$ cat config.mk
export PLATFORM = sky130hd
export DESIGN_NAME = shp_cell
export DESIGN_NICKNAME = d
export VERILOG_FILES = /design/src/rtl/assert_macros.svh /design/src/rtl/shp_pkg.sv /design/src/rtl/shp_cell.sv
export SDC_FILE = /design/constraint.sdc
export NUM_CORES = 1
export LEC_CHECK = 0
export BUFFER_PORTS_ARGS = -buffer_cell sky130_fd_sc_hd__buf_2
export CORE_UTILIZATION = 45
export DETAILED_ROUTE_END_ITERATION = 12
export PLACE_DENSITY = 0.8
export SYNTH_ARGS = -nofsm -noshare
export SYNTH_HDL_FRONTEND = slang
export SYNTH_SLANG_ARGS = --single-unit
$ cat constraint.sdc
create_clock -name clk_i -period 2 [get_ports clk_i]
set_input_delay 0.4 -clock clk_i [delete_from_list [all_inputs] [get_ports clk_i]]
set_output_delay 0.4 -clock clk_i [all_outputs]
set_load 0.02 [all_outputs]
$ cat src/rtl/assert_macros.svh
// Assertion macros shared by the sharpening filter RTL.
`ifndef ASSERT_MACROS_SVH
`define ASSERT_MACROS_SVH

// Same-cycle implication, disabled while reset is held.
`define SHP_ASSERT_IMPL(label, clk, rst_n, ante, cons) \
  label: assert property (@(posedge clk) disable iff (!rst_n) (ante) |-> (cons)) \
    else $error("assertion failed");

// Next-cycle implication, disabled while reset is held.
`define SHP_ASSERT_NEXT(label, clk, rst_n, ante, cons) \
  label: assert property (@(posedge clk) disable iff (!rst_n) (ante) |=> (cons)) \
    else $error("assertion failed");

`endif

$ cat src/rtl/shp_pkg.sv
// Types and constants shared by the 3x3 sharpening filter.
package shp_pkg;

  localparam int PIX_W     = 8;
  localparam int CNT_W     = 11;
  localparam int DIM_W     = 12;
  localparam int COEFF_W   = 16;
  localparam int APB_AW    = 5;
  localparam int APB_DW    = 32;
  localparam int MIN_DIM   = 3;
  localparam int MAX_HEIGHT = 2048;

  // Register reset values
  localparam logic [DIM_W-1:0]   LINE_WIDTH_RST   = 12'd640;
  localparam logic [DIM_W-1:0]   FRAME_HEIGHT_RST = 12'd480;
  localparam logic [COEFF_W-1:0] CORNER_RST       = 16'hF9F0; // -1552
  localparam logic [COEFF_W-1:0] EDGE_RST         = 16'hF86D; // -1939
  localparam logic [COEFF_W-1:0] CENTER_RST       = 16'h768B; // 30347

  // Register word indexes on the configuration port
  typedef enum logic [2:0] {
    REG_LINE_WIDTH   = 3'd0,
    REG_FRAME_HEIGHT = 3'd1,
    REG_CORNER       = 3'd2,
    REG_EDGE         = 3'd3,
    REG_CENTER       = 3'd4
  } cfg_reg_e;

  typedef logic [PIX_W-1:0] pix_t;

  // One window column, top to bottom
  typedef struct packed {
    pix_t top;
    pix_t mid;
    pix_t bot;
  } win_col_t;

  // Line buffer port strobes
  typedef struct packed {
    logic rd_en;
    logic wr_en;
  } lb_ctrl_t;

endpackage

$ cat src/rtl/shp_cell.sv
// One window cell: holds a pixel column and hands it on at each shift.
module shp_cell
  import shp_pkg::*;
(
  input  logic               clk_i,
  input  logic               rst_ni,
  input  logic               shift_i,
  input  win_col_t           col_i,
  output win_col_t           col_o,
  output logic [PIX_W:0]     pair_sum_o
);

  win_col_t col_q, col_d;

  // Load the neighbour's column on shift, hold otherwise
  always_comb begin
    col_d = shift_i ? col_i : col_q;
  end

  always_ff @(posedge clk_i or negedge rst_ni) begin
    if (!rst_ni) begin
      col_q <= '0;
    end else begin
      col_q <= col_d;
    end
  end

  // Top plus bottom: corners of a side column, edges of the centre column
  assign col_o      = col_q;
  assign pair_sum_o = {1'b0, col_q.top} + {1'b0, col_q.bot};

endmodule

==> flow_summary_export.csv, run 1 <==
group,metric,value,unit
outcome,status,"finished with violations",
outcome,failed_checks,"negative setup slack",
floorplanning,die_area,0.00290,mm²
grt,grt_max_degree,25,
critical_path,cp-start-kind,"flip-flop",
synthesis,synth-xor-area-share,2.90,%
critical_path,arrival,2.01,ns
power,switching_share,36.5,%
finish,n_antenna_cell,0,
clock_network,cts_tree,"yes",
place,placed_cells,189,
finish,design_area,0.00192,mm²
finish,multiInputGateArea,753,µm²
power,pwr-share-seq,35.0,%
finish,nets,208,
place,place_ws,-0.107,ns
synthesis,synth_seq_area_share,49.6,%
critical_path,critical_path_required,1.60,ns
synthesis,synthMuxAreaShare,23.2,%
floorplanning,initial_core_util,48.4,%
worst_hold_path,hp-class,"in2async",
clock_network,clockRootBuffer,"clkbuf_4",
sta,max_clock_freq,415,MHz
route,drtIter0Drc,6,
sta,finalCritPeriodShare,121,%
synthesis,synth-compound-area-share,7.45,%
critical_path,path_buf_inv,2,
synthesis,yosys_warnings,0,
critical_path,reg2reg_depth,2,
grt,antenna_found_initial,0,
route,drtAntennaViolNets,0,
grt,first_global_vias,1042,
synthesis,synthAdderAreaFrac,9.93,%
power,p_sw,604,µW
critical_path,critPathKind,"reg2out",
finish,final_common_cell,"buf_2",
synthesis,synth.distinct_cells,23,
critical_path,rrSetupSlack,1.00,ns
place,hpwl,2200,µm
floorplanning,rows,18,
critical_path,crit_slowest_cell,"dfrtp_2",
critical_path,path_depth,7,
place,post_dp_cell_area,0.00165,mm²
route,dr.pass1.iters,4,
sta,holdWs,0.0600,ns
route,viasPerCell,5.38,
floorplanning,fp.coreArea,0.00250,mm²
route,drc_errors,0,
critical_path,path_delay_family,"adder cells",
finish,syn_to_final_growth,58.4,%
clock_network,clock_path_buffers,2,
sta,worst_pin_slew,0.549,ns
route,via_count,1081,
floorplanning,dieWidth,53.9,µm
critical_path,critical_path.cell_chain,"ha_4 -> fa_2 -> a21oi_4 -> buf_4 -> o21bai_4 -> xor2_2 -> buf_6",
grt,grt_pass1_wl,4580,µm
sta,fin_crit,2.41,ns
power,power.density,864,mW/mm²
clock_network,cts_buffers,3,
floorplanning,io-pin-count,60,
critical_path,slowest_delay,0.45,ns
synthesis,avgSynthCellArea,13.0,µm²
finish,final_cell_mix,"buf_2, mux2_2, dfrtp_1",
power,power.share.clock,15.2,%
place,numPortBuffers,59,
finish,fillCellCount,171,
clock_network,cts.sink_count,24,
clock_network,clk_latency,0.30,ns
synthesis,synth_top_family_by_area,"multiplexers",
floorplanning,dieHeight,53.9,µm
sta,fin_ws,-0.412,ns
grt,grt_use_total,22.8,%
power,p_comb_share,49.8,%
power,ir_worst_vdd,0.620,mV
grt,grt.overflow.total,0,
route,drt_wl_total,3390,µm
finish,finalNonFillerCells,201,
job,max_cap_viol_count,0,
clock_network,htreeDepth,1,
finish,largest_reg_flops,24,
finish,final-seq-area,604,µm²
sta,slew_headroom,63.4,%
synthesis,synth-simple-area-share,4.76,%
sta,clock_skew,0,ns
sta,maxSlewViolCount,0,
place,gp_congestion,0.823,
sta,setup_viol,8,
synthesis,ys_ff_latch,24,
critical_path,end_kind,"primary output",
finish,drive_gt1_share,76.6,%
power,leakage,0.000910,µW
synthesis,synthesis.area,0.00121,mm²
clock_network,cts.clk_slew.worst_paths,0.13,ns
sta,rsz0062_at_grt,"yes",
synthesis,syn_nets,129,
route,post_drt_wl_per_cell,16.9,µm
synthesis,syn_inst,93,
sta,finalHoldViolations,0,
power,p_int,1050,µW
critical_path,crit_path_max_fanout,2,
worst reg2reg max path, delay by kind of cell, from the launching register on:
| family | cells | cell delay, ns |
|---|---|---|
| buffers and inverters | 1 | 0.17 |
| multiplexers | 1 | 0.27 |
| flip-flops | 1 | 0.46 |
metal layers:
layer / vias to the layer above / wire (µm) / GRT usage (%) / share of wire, %
li1: 489 / - / - / -
met1: 534 / 1300 / 26.4 / 38
met3: 6 / 193 / 3.67 / 5.7
met5: - / 0 / 0 / 0
met2: 52 / 1850 / 41.2 / 55
met4: 0 / 51 / 9.65 / 1.5
logic make-up after synthesis:
kind of cell / Yosys count
adder cells (fa/ha/maj): 9
multiplexers: 25
AO/OA/AOI/OAI: 13
AND/OR/NAND/NOR: 12
XOR/XNOR: 4
flip-flops: 24
buffers and inverters: 6
area by class of cell:
class,count,area share [%]
clock buffer,4,1.89
inverter,3,0.587
multi-input combinational,63,39.3
sequential,24,31.5
tap,30,1.96
timing repair buffer,77,24.7
synthesized netlist by cell type (all sizes together):
cell type | instances | area (µm²)
dfrtp | 24 | 601
mux2 | 24 | 270
ha | 8 | 100
a21oi | 5 | 25.0
buf | 3 | 15.0
inv | 3 | 11.3
nand2 | 3 | 11.3
a21o | 2 | 15.0
a311o | 2 | 20.0
nand3 | 2 | 10.0
nor2 | 2 | 7.51
nor2b | 2 | 12.5
nor3 | 2 | 10.0
xnor2 | 2 | 17.5
xor2 | 2 | 17.5
a2111oi | 1 | 8.76
a221oi | 1 | 8.76
fa | 1 | 20.0
mux2i | 1 | 10.0
nor4 | 1 | 6.26
o21ai | 1 | 5.00
o21bai | 1 | 7.51
path summary, 6_finish.rpt:
path	from	endpoint
setup reg to reg	col_o[17]	col_o[17]
min in group clk_i	col_i[19]	col_o[19]
hold / removal	rst_ni	col_o[15]
setup / recovery	col_o[16]	pair_sum_o[4]
hold reg to reg	col_o[12]	col_o[12]
max in group asynchronous	rst_ni	col_o[1]
power groups by stage:
stage / clock, µW / combinational [µW] / sequential [µW]
global route: 279 / 879 / 587
detailed placement: 0 / 620 / 582
floorplan: 0 / 341 / 640
finish: 251 / 824 / 580
CTS: 261 / 723 / 578
global placement: 0 / 600 / 576
what timing repair did:
| action | 4_1_cts | 5_1_grt |
|---|---|---|
| endpoints found under the setup margin | 8 | 8 |
| hold buffers | 0 | 0 |
| buffers inserted | 3 | 5 |
| pin swaps | 8 | 6 |
| resized for setup | 24 | 13 |
per-stage QoR:
stage	TNS, ns	util [%]	total power, µW
global route	-2.85	76.7	1740
finish	-2.34	76.7	1660
detailed placement	-0.239	65.8	1200
CTS	-1.97	72.4	1560
floorplan	0	-	982
global placement	-0.0674	65.8	1180
No activity file was read; power rests on OpenSTA's default activity.
==> run 2, diff against run 1 <==
RECOVER_POWER = 25   (was not set)
==> run 2 against run 1 <==
The flow still finishes with violations (negative setup slack). Via count shrank 0.37%. Worst setup slack is essentially flat. Worst hold slack gained 0.25 ns. Sequential power is essentially flat. Sequential cell count is the same. Sequential share of layout area is essentially flat. Routed wire length is essentially flat. Critical path type unchanged. Largest cell class unchanged.
==> flow_summary_export.csv, run 2 (synthesis gave the netlist of run 1 again) <==
group,metric,value,unit
power,leakage,0.000908,µW
worst_hold_path,min_to,"col_o[19]",
route,drtAntennaViolNets,0,
critical_path,critPathKind,"reg2out",
critical_path,arrival,2.01,ns
critical_path,r2r_end,"col_o[17]",
clock_network,clock_path_buffers,2,
sta,fin_crit,2.41,ns
grt,grt.overflow.total,0,
finish,finalNonFillerCells,201,
floorplanning,dieHeight,53.9,µm
route,dr.pass1.iters,4,
floorplanning,rows,18,
place,numPortBuffers,59,
place,place_ws,-0.107,ns
sta,slew_headroom,13.2,%
critical_path,critical_path_required,1.60,ns
clock_network,cts.sink_count,24,
power,power.density,864,mW/mm²
outcome,failed_checks,"negative setup slack",
power,pwr-share-seq,35.0,%
sta,worst_pin_slew,1.30,ns
clock_network,cts_buffers,3,
sta,rsz0062_at_grt,"yes",
clock_network,clockRootBuffer,"clkbuf_4",
floorplanning,dieWidth,53.9,µm
place,post_dp_cell_area,0.00165,mm²
route,drc_errors,0,
finish,syn_to_final_growth,58.3,%
place,hpwl,2200,µm
floorplanning,io-pin-count,60,
sta,tns,-2.34,ns
place,placed_cells,189,
power,p_int,1050,µW
clock_network,ctsHoldBuffers,0,
worst_hold_path,hp-class,"in2reg",
critical_path,worst_r2r_startpoint,"col_o[17]",
worst_hold_path,min_path_cells,2,
finish,largest_reg_flops,24,
power,p_sw,604,µW
worst_hold_path,worstHoldStart,"col_i[19]",
finish,final_common_cell,"buf_2",
sta,setup_viol,8,
floorplanning,die_area,0.00290,mm²
route,viasPerCell,5.36,
critical_path,rrSetupSlack,1.00,ns
power,ir_worst_vdd,0.620,mV
clock_network,clk_latency,0.30,ns
route,post_drt_wl_per_cell,16.8,µm
grt,grt_pass1_wl,4580,µm
power,p_comb_share,49.8,%
floorplanning,initial_core_util,48.4,%
sta,clock_skew,0,ns
critical_path,end_kind,"primary output",
route,drt_wl_total,3390,µm
job,max_cap_viol_count,0,
finish,n_antenna_cell,0,
finish,design_area,0.00192,mm²
route,via_count,1077,
sta,maxSlewViolCount,0,
critical_path,cp-start-kind,"flip-flop",
sta,fin_ws,-0.412,ns
finish,final_cell_mix,"buf_2, mux2_2, dfrtp_1",
sta,finalHoldViolations,0,
finish,drive_gt1_share,76.0,%
power,switching_share,36.5,%
grt,grt_use_total,22.8,%
critical_path,reg2reg_depth,2,
floorplanning,fp.coreArea,0.00250,mm²
clock_network,cts_tree,"yes",
sta,finalCritPeriodShare,121,%
place,gp_congestion,0.823,
grt,antenna_found_initial,0,
clock_network,cts.clk_slew.worst_paths,0.13,ns
finish,nets,208,
grt,grt_max_degree,25,
power,total_power,1650,µW
route,drtIter0Drc,6,
power,power.share.clock,15.2,%
sta,max_clock_freq,415,MHz
clock_network,htreeDepth,1,
critical_path,crit_path_max_fanout,2,
outcome,status,"finished with violations",
grt,first_global_vias,1042,
[run 2: cell types whose count changed in the layout (fill, tap and decap cells not counted)]
cell	change
buf_2	-1
clkbuf_1	+1
[run 2: worst max-delay path: stages, from the launching register on]
cell and delay (ns):
dfrtp_2 0.45, ha_4 0.18, fa_2 0.39, a21oi_4 0.16, buf_4 0.14, o21bai_4 0.07, xor2_2 0.18, buf_6 0.13
[run 2: timing repair]
action | in CTS | in global routing
buffers inserted | 3 | 5
pin swaps | 8 | 6
setup endpoints to repair | 8 | 8
resized for setup | 24 | 13
hold endpoints to repair | 0 | 0
[run 2: routing by layer]
layer	GRT usage (%)	share of wire [%]
met5	0	0
met4	9.65	1.5
met3	3.67	5.6
met2	41.2	54
met1	26.4	39
[run 2: cell type report]
type	count	area, µm²
clock buffers	4	36.3
multi-input cells	63	753
fillers	172	584
flip-flops and latches	24	604
repair buffers	77	473
well taps	30	37.5
inverters	3	11.3
[run 2: power groups by stage]
stage	Clock, µW	Combinational, µW	Sequential (µW)
after CTS	261	723	578
after global placement	0	600	576
final	251	824	580
after detailed placement	0	620	582
after global routing	279	879	587
after floorplan	0	341	640
[run 2: per-stage QoR]
| step | util (%) | hold WS (ns) |
|---|---|---|
| 2_1_floorplan | - | 0.104 |
| 3_3_place_gp | 65.8 | 0.401 |
| 3_5_place_dp | 65.8 | 0.409 |
| 4_1_cts | 72.4 | 0.0610 |
| 5_1_grt | 76.6 | 0.296 |
| 6_report | 76.6 | 0.312 |
[run 2: worst max path at each step]
stage / from / endpoint / slack, ns
after floorplan: col_o[0] / pair_sum_o[6] / 0.004
after global placement: col_o[0] / pair_sum_o[6] / -0.07
after detailed placement: col_o[0] / pair_sum_o[6] / -0.11
after CTS: col_o[0] / pair_sum_o[6] / -0.38
after global routing: col_o[0] / pair_sum_o[6] / -0.47
final: col_o[16] / pair_sum_o[4] / -0.41
